--- src/hw/rtl/pps_pkg.sv ---
package pps_pkg;

  localparam int TABLE_DEPTH = 64;
  localparam int SLOT_AW     = $clog2(TABLE_DEPTH);
  localparam int CNT_W       = $clog2(TABLE_DEPTH + 1);

  localparam logic [15:0] TIME_MAX = 16'hFFFF;

  localparam logic MODE_ADMIT = 1'b0;
  localparam logic MODE_TICK  = 1'b1;

  // One table slot as stored in the RAM
  typedef struct packed {
    logic [7:0]  id;
    logic [15:0] arrival;
    logic [15:0] burst;
    logic [7:0]  prio;
    logic [15:0] remaining;
  } slot_t;

  localparam int SLOT_W = $bits(slot_t);

  typedef struct packed {
    logic        table_full;
    logic        all_done;
    logic [15:0] waiting;
    logic [15:0] turnaround;
    logic        finished;
    logic        segment_start;
    logic        idle;
    logic [7:0]  running_id;
  } res_t;

  typedef enum logic [3:0] {
    ST_IDLE   = 4'b0001,
    ST_SCAN   = 4'b0010,
    ST_FINISH = 4'b0100,
    ST_EMIT   = 4'b1000
  } state_t;

endpackage

--- src/hw/rtl/preemptive_priority_scheduler.sv ---
// Channel  Dir  tdata                                   tuser
// in_      in   task_id, release_time, burst_length,    mode
//               task_priority
// out_     out  running_id, idle, segment_start,        -
//               finished, turnaround, waiting,
//               all_done, table_full
//
// An admit's result passes through ST_EMIT; a tick's result passes through
// ST_SCAN, which reads one table slot per cycle from the RAM, ST_FINISH and
// ST_EMIT. in_tready stays low until the result enters the output register.
// The winning slot is held in registers and written back after the scan.
// rst_n clears counters, time and the segment tracker; the table is not
// cleared and only slots below the loaded count are ever read.
// A stalled result waits in the output register while the next item runs;
// that item's result holds in ST_EMIT until the output register frees.
module preemptive_priority_scheduler (
  input  logic        clk,
  input  logic        rst_n,

  input  logic        in_tvalid,
  output logic        in_tready,
  // [7:0] task_id, [23:8] release_time, [39:24] burst_length, [47:40] task_priority
  input  logic [47:0] in_tdata,
  // [0] mode
  input  logic        in_tuser,

  output logic        out_tvalid,
  input  logic        out_tready,
  // [7:0] running_id, [8] idle, [9] segment_start, [10] finished,
  // [26:11] turnaround, [42:27] waiting, [43] all_done, [44] table_full, [47:45] zero
  output logic [47:0] out_tdata
);

  pps_pkg::state_t state_r, state_nxt;

  logic [pps_pkg::CNT_W-1:0]   loaded_r, loaded_nxt;
  logic [pps_pkg::CNT_W-1:0]   done_r, done_nxt;
  logic [15:0]                 time_r, time_nxt;
  logic [7:0]                  prev_id_r, prev_id_nxt;
  logic                        prev_vld_r, prev_vld_nxt;
  logic [pps_pkg::CNT_W-1:0]   idx_r, idx_nxt;
  logic                        rd_vld_r, rd_vld_nxt;
  logic [pps_pkg::SLOT_AW-1:0] rd_idx_r, rd_idx_nxt;
  logic                        found_r, found_nxt;
  logic [pps_pkg::SLOT_AW-1:0] best_slot_r, best_slot_nxt;
  pps_pkg::slot_t              best_r, best_nxt;
  pps_pkg::res_t               res_r, res_nxt;
  pps_pkg::res_t               out_res_r, out_res_nxt;
  logic                        out_valid_r, out_valid_nxt;

  logic                        ram_we;
  logic [pps_pkg::SLOT_AW-1:0] ram_waddr;
  pps_pkg::slot_t              ram_wdata;
  logic [pps_pkg::SLOT_AW-1:0] ram_raddr;
  pps_pkg::slot_t              ram_rdata;
  logic [pps_pkg::SLOT_W-1:0]  ram_rdata_raw;

  pps_pkg::slot_t              admit_slot;
  logic                        cand;
  logic [15:0]                 rem_dec;
  logic [16:0]                 span;
  logic [15:0]                 tat;
  logic [15:0]                 wait_t;

  pps_ram #(
    .WIDTH (pps_pkg::SLOT_W),
    .DEPTH (pps_pkg::TABLE_DEPTH)
  ) u_table (
    .clk   (clk),
    .we    (ram_we),
    .waddr (ram_waddr),
    .wdata (ram_wdata),
    .raddr (ram_raddr),
    .rdata (ram_rdata_raw)
  );

  assign ram_rdata = pps_pkg::slot_t'(ram_rdata_raw);

  assign in_tready  = (state_r == pps_pkg::ST_IDLE);
  assign out_tvalid = out_valid_r;
  assign out_tdata  = {3'b000, out_res_r};

  always_comb begin
    admit_slot.id        = in_tdata[7:0];
    admit_slot.arrival   = in_tdata[23:8];
    admit_slot.burst     = in_tdata[39:24];
    admit_slot.prio      = in_tdata[47:40];
    admit_slot.remaining = in_tdata[39:24];
  end

  // Candidate test for the slot whose read data is arriving this cycle
  assign cand = rd_vld_r && (ram_rdata.arrival <= time_r) && (ram_rdata.remaining != 16'd0) &&
                (!found_r || (ram_rdata.prio < best_r.prio));

  assign rem_dec = best_r.remaining - 16'd1;
  assign span    = {1'b0, time_r} + 17'd1 - {1'b0, best_r.arrival};
  assign tat     = span[16] ? pps_pkg::TIME_MAX : span[15:0];
  assign wait_t  = (tat >= best_r.burst) ? (tat - best_r.burst) : 16'd0;

  always_comb begin
    state_nxt     = state_r;
    loaded_nxt    = loaded_r;
    done_nxt      = done_r;
    time_nxt      = time_r;
    prev_id_nxt   = prev_id_r;
    prev_vld_nxt  = prev_vld_r;
    idx_nxt       = idx_r;
    rd_vld_nxt    = 1'b0;
    rd_idx_nxt    = idx_r[pps_pkg::SLOT_AW-1:0];
    found_nxt     = found_r;
    best_slot_nxt = best_slot_r;
    best_nxt      = best_r;
    res_nxt       = res_r;
    out_res_nxt   = out_res_r;
    out_valid_nxt = out_valid_r && !out_tready;
    ram_we        = 1'b0;
    ram_waddr     = loaded_r[pps_pkg::SLOT_AW-1:0];
    ram_wdata     = admit_slot;
    ram_raddr     = idx_r[pps_pkg::SLOT_AW-1:0];

    unique case (state_r)
      pps_pkg::ST_IDLE: begin
        if (in_tvalid) begin
          if (in_tuser == pps_pkg::MODE_TICK) begin
            found_nxt = 1'b0;
            idx_nxt   = '0;
            state_nxt = pps_pkg::ST_SCAN;
          end else begin
            res_nxt = '0;
            if (loaded_r >= pps_pkg::CNT_W'(pps_pkg::TABLE_DEPTH)) begin
              res_nxt.table_full = 1'b1;
            end else begin
              ram_we     = 1'b1;
              loaded_nxt = loaded_r + 1'b1;
              // zero burst counts as done at once
              if (admit_slot.burst == 16'd0) begin
                done_nxt = done_r + 1'b1;
              end
            end
            res_nxt.all_done = (done_nxt == loaded_nxt);
            state_nxt        = pps_pkg::ST_EMIT;
          end
        end
      end

      pps_pkg::ST_SCAN: begin
        if (cand) begin
          found_nxt     = 1'b1;
          best_slot_nxt = rd_idx_r;
          best_nxt      = ram_rdata;
        end
        if (idx_r < loaded_r) begin
          rd_vld_nxt = 1'b1;
          idx_nxt    = idx_r + 1'b1;
        end else if (!rd_vld_r) begin
          state_nxt = pps_pkg::ST_FINISH;
        end
      end

      pps_pkg::ST_FINISH: begin
        res_nxt = '0;
        if (found_r) begin
          ram_we                 = 1'b1;
          ram_waddr              = best_slot_r;
          ram_wdata              = best_r;
          ram_wdata.remaining    = rem_dec;
          res_nxt.running_id     = best_r.id;
          res_nxt.segment_start  = !prev_vld_r || (prev_id_r != best_r.id);
          prev_id_nxt            = best_r.id;
          prev_vld_nxt           = 1'b1;
          if (rem_dec == 16'd0) begin
            res_nxt.finished   = 1'b1;
            res_nxt.turnaround = tat;
            res_nxt.waiting    = wait_t;
            done_nxt           = done_r + 1'b1;
          end
        end else begin
          res_nxt.idle = 1'b1;
          prev_vld_nxt = 1'b0;
        end
        // saturate time at its maximum
        if (time_r != pps_pkg::TIME_MAX) begin
          time_nxt = time_r + 16'd1;
        end
        res_nxt.all_done = (done_nxt == loaded_r);
        state_nxt        = pps_pkg::ST_EMIT;
      end

      pps_pkg::ST_EMIT: begin
        if (!out_valid_r || out_tready) begin
          out_res_nxt   = res_r;
          out_valid_nxt = 1'b1;
          state_nxt     = pps_pkg::ST_IDLE;
        end
      end

      default: begin
        state_nxt = pps_pkg::ST_IDLE;
      end
    endcase
  end

  always_ff @(posedge clk) begin
    if (!rst_n) begin
      state_r     <= pps_pkg::ST_IDLE;
      loaded_r    <= '0;
      done_r      <= '0;
      time_r      <= '0;
      prev_id_r   <= '0;
      prev_vld_r  <= 1'b0;
      idx_r       <= '0;
      rd_vld_r    <= 1'b0;
      found_r     <= 1'b0;
      out_valid_r <= 1'b0;
    end else begin
      state_r     <= state_nxt;
      loaded_r    <= loaded_nxt;
      done_r      <= done_nxt;
      time_r      <= time_nxt;
      prev_id_r   <= prev_id_nxt;
      prev_vld_r  <= prev_vld_nxt;
      idx_r       <= idx_nxt;
      rd_vld_r    <= rd_vld_nxt;
      found_r     <= found_nxt;
      out_valid_r <= out_valid_nxt;
    end
  end

  always_ff @(posedge clk) begin
    rd_idx_r    <= rd_idx_nxt;
    best_slot_r <= best_slot_nxt;
    best_r      <= best_nxt;
    res_r       <= res_nxt;
    out_res_r   <= out_res_nxt;
  end

endmodule

--- src/hw/rtl/pps_ram.sv ---
module pps_ram #(
  parameter int WIDTH = 8,
  parameter int DEPTH = 64
) (
  input  logic                     clk,
  input  logic                     we,
  input  logic [$clog2(DEPTH)-1:0] waddr,
  input  logic [WIDTH-1:0]         wdata,
  input  logic [$clog2(DEPTH)-1:0] raddr,
  output logic [WIDTH-1:0]         rdata
);

  logic [WIDTH-1:0] mem [DEPTH];

  always_ff @(posedge clk) begin
    if (we) begin
      mem[waddr] <= wdata;
    end
    rdata <= mem[raddr];
  end

endmodule

--- config.mk ---
export PLATFORM = sky130hd
export DESIGN_NAME = preemptive_priority_scheduler
export DESIGN_NICKNAME = d
export VERILOG_FILES = /design/src/hw/rtl/pps_pkg.sv /design/src/hw/rtl/preemptive_priority_scheduler.sv /design/src/hw/rtl/pps_ram.sv
export SDC_FILE = /design/constraint.sdc
export NUM_CORES = 2
export LEC_CHECK = 0
export ABC_AREA = 0
export BUFFER_PORTS_ARGS = -buffer_cell sky130_fd_sc_hd__buf_4
export CAP_MARGIN = 20
export CORE_MARGIN = 3
export CORE_UTILIZATION = 45
export DETAILED_ROUTE_END_ITERATION = 6
export GPL_TIMING_DRIVEN = 1
export PLACE_DENSITY = 0.65
export SLEW_MARGIN = 20
export SYNTH_ARGS = -nofsm -noshare
export SYNTH_HDL_FRONTEND = slang
export SYNTH_HIERARCHICAL = 1
export SYNTH_SLANG_ARGS = --single-unit
--- constraint.sdc ---
create_clock -name clk -period 7.5 [get_ports clk]
set_input_delay 0 -clock clk [delete_from_list [all_inputs] [get_ports clk]]
set_output_delay 0 -clock clk [all_outputs]
set_load 0.03 [all_outputs]
==> out/metrics.yaml <==
post-route-period-util_pct: 78.9
hp-class: "input pin to flip-flop"
first_pass_iters: 6
skew_ps: 84.4
drv_cap: 0
netlist_instances: 7724
placed_cells: 12600
wirelength_um: 485000
met3_usage_pct: 4.52
synth_top_cells_by_area: "edfxtp_1 76%, mux4_2 14%, dfxtp_1 1.5%"
cts_tree: "yes"
dp_hpwl_um: 292000
dieArea_mm2: 0.381
leakagePower_nw: 57.9
clock_latency_ps: 1010
grt_pass1_vias: 83200
placed_area_mm2: 0.177
ys.flop_type: "edfxtp_1"
post-route-util_pct: 51.6
finalInstanceArea_mm2: 0.191
grt_use_total_pct: 25.3
stdcell_count: 13500
drc: 0
hold_violations: 0
grtUsageMet2_pct: 38.7
clockBufferDepth: 4
antenna_found_initial: 35
crit_type: "flip-flop to flip-flop"
wl_per_cell_um: 36.0
synth_top_area_cell: "edfxtp_1"
powerDensity_mw_per_mm2: 259
fillCellCount: 28700
fp.dieW_um: 617
synth.cell_area_mm2: 0.168
grt_pass1_wl_um: 675000
core_mm2: 0.371
ant_nets: 0
drtIter0Drc: 13200
vdd_drop_max_mv: 0.184
place_congestion: 0.905
critPathSlowestCell: "a2111o_1"
cts_max_level: 5
min_period_ps: 5920
setup_viol: 0
fin_setup_tns_ps: 0
synth-edff-count: 4256
cts_buffers: 436
max_slew_margin_pct: 22.3
die_h_um: 617
required_ps: 8210
ys_seq_elements: 4379
max_stage_delay_ps: 450
cts-root-buf: "clkbuf_16"
rsz0062_at_grt: "false"
io_pins: 103
async_reset_ff_share_pct: 0
path_max_fanout: 14
port_buffers: 99
fmax_mhz: 169
cp.arrival_ps: 6620
layout.nets: 8303
ys_seq_area_share_pct: 77.5
start_kind: "flip-flop"
path_cells: "inv_1 > ha_1 > ha_1 > a211oi_1 > o21bai_1 > a311o_1 > a211oi_2 > o21ai_0 > a31oi_1 > xor2_1 > buf_4 > nor2_1 > ha_1 > inv_1 > fa_1 > a21oi_1 > o21ai_0 > a2111o_1 > a311oi_1 > or3_1 > a21oi_1 > nand2_1 > and4b_1"
end_kind: "flip-flop"
syn_avg_cell_area_um2: 21.8
grt_max_degree: 105
finalMaxSlewViolations: 0
rows: 223
cts_resized: 0
start_util_pct: 45.4
power_w: 0.0495
overflow: 0
post_synth_num_cell_types: 77
vias: 85200
tightestPinTransition_ps: 1160
viasPerCell: 6.31
cts_sinks: 4379
layout-drive-gt1-share_pct: 26.0
clk_pin_slew_worst_paths_ps: 60
status: "finished, final reports clean"
netlist.area_leader.share_pct: 76.0
yosys_warnings: 6
syn2layout_area_growth_pct: 13.8
crit_top_cell: "ha_1"
grt.busiest_layer: "met2"
use_met1_pct: 34.8
[metrics by stage]
stage	setup slack, ps	hold WS, ps
floorplan	616	129
finish	1580	21.1
global placement	1460	317
global route	1190	2.65
detailed placement	1580	323
CTS	1540	1.71
[cell type report]
type / instances / area [um2] / share of cell area (%)
diodes: 28 / 70.1 / 0.0366
clock buffers: 555 / 11800 / 6.15
clock inverters: 240 / 2170 / 1.14
inverters: 109 / 409 / 0.214
multi-input cells: 2830 / 36700 / 19.2
flip-flops and latches: 4379 / 130000 / 68.1
well taps: 4950 / 6190 / 3.24
repair buffers: 409 / 3720 / 1.95
[kinds of logic (layout without fill, tap and decap cells)]
logic type / count (synthesis) / after routing / synth area share (%)
adder cells (fa/ha/maj): 85 / 85 / 0.642
AO/OA/AOI/OAI: 741 / 741 / 3.20
AND/OR/NAND/NOR: 749 / 749 / 2.23
other: 1 / 31 / 0.00223
flip-flops: 4379 / 4379 / 77.5
multiplexers: 1165 / 1165 / 14.6
XOR/XNOR: 87 / 87 / 0.453
buffers and inverters: 517 / 1313 / 1.40
[sequential cells by signal, indices dropped and copies added (netlist names), 7 cells and up]
| name | count |
|---|---|
| prev_id_r | 8 |
| u_table/mem | 4096 |
| out_tdata | 45 |
| best_r | 64 |
| idx_r | 7 |
| u_table/rdata | 64 |
| done_r | 7 |
| loaded_r | 7 |
| res_r | 45 |
| time_r | 16 |
[placed cells by master, fill, tap and decap left out, types with 83 or more instances in the layout]
cell type  netlist  final
buf_4           37    327
mux4_2        1024   1024
clkinv_1         0     87
a22oi_1        169    169
nor2_1         176    110
mux2i_1        140    140
nand2_1        185    174
inv_1          108    108
clkbuf_1       168     87
a22o_1          89     89
clkbuf_16        0    444
edfxtp_1      4256   4256
o22ai_1         84     84
dfxtp_1        123    119
ha_1            83     83
[synth_stat cells, types with 17 or more instances]
cell and n:
nand2b_1 30, o22ai_1 84, a21oi_1 48, nor2b_1 42, nor4_1 17, buf_2 175, nand2_1 185, or2_2 33
or3_1 41, a22o_1 89, xnor2_1 61, ha_1 83, mux2i_1 140, xor2_1 26, a22oi_1 169, mux4_2 1024
and3_1 69, a31oi_1 29, o21a_1 17, o221ai_1 38, nand3_1 61, buf_4 37, buf_1 20, and2_1 25
edfxtp_1 4256, o21ai_0 92, inv_1 108, nor3_1 19, a211oi_1 67, nand4_1 22, a2bb2oi_1 19, nor2_1 176
a41oi_1 27, dfxtp_1 123, clkbuf_1 168
[routing by layer]
| layer | routed length [um] | share of wire [%] | vias to the layer above |
|---|---|---|---|
| met3 | 48700 | 10 | 902 |
| met1 | 180000 | 37 | 45600 |
| li1 | - | - | 33400 |
| met4 | 30300 | 6.2 | 6 |
| met5 | 36 | 0.0074 | - |
| met2 | 226000 | 47 | 5261 |
[final timing paths]
kind,start,endpoint,slack [ps],cells after the start
hold / removal,in_tdata[20],u_table/mem[11][52],20,4
hold reg to reg,rd_idx_r[5],best_slot_r[5],400,0
setup / recovery,best_r[42],res_r[30],1580,23
setup reg to reg,best_r[42],res_r[30],1580,23
[where the power goes]
group / internal [W] / leakage (nW) / switching (W)
combinational: 0.000243 / 11.8 / 0.000843
sequential: 0.0270 / 39.3 / 0.0000725
clock: 0.0122 / 6.82 / 0.00920
total: 0.0394 / 57.9 / 0.0101
[worst max-delay path, delay by kind of cell (launching register included)]
family,cells,cell delay (ps)
AO/OA/AOI/OAI,11,2710
adder cells (fa/ha/maj),4,1170
AND/OR/NAND/NOR,4,890
buffers and inverters,3,390
flip-flops,1,380
XOR/XNOR,1,110
[timing repair]
action                                 CTS  global route
setup buffers                            0             0
endpoints found under the hold margin  626             0
hold buffers                            37             0
setup endpoints to repair                0             0
Power figures use the tool's default switching activity.
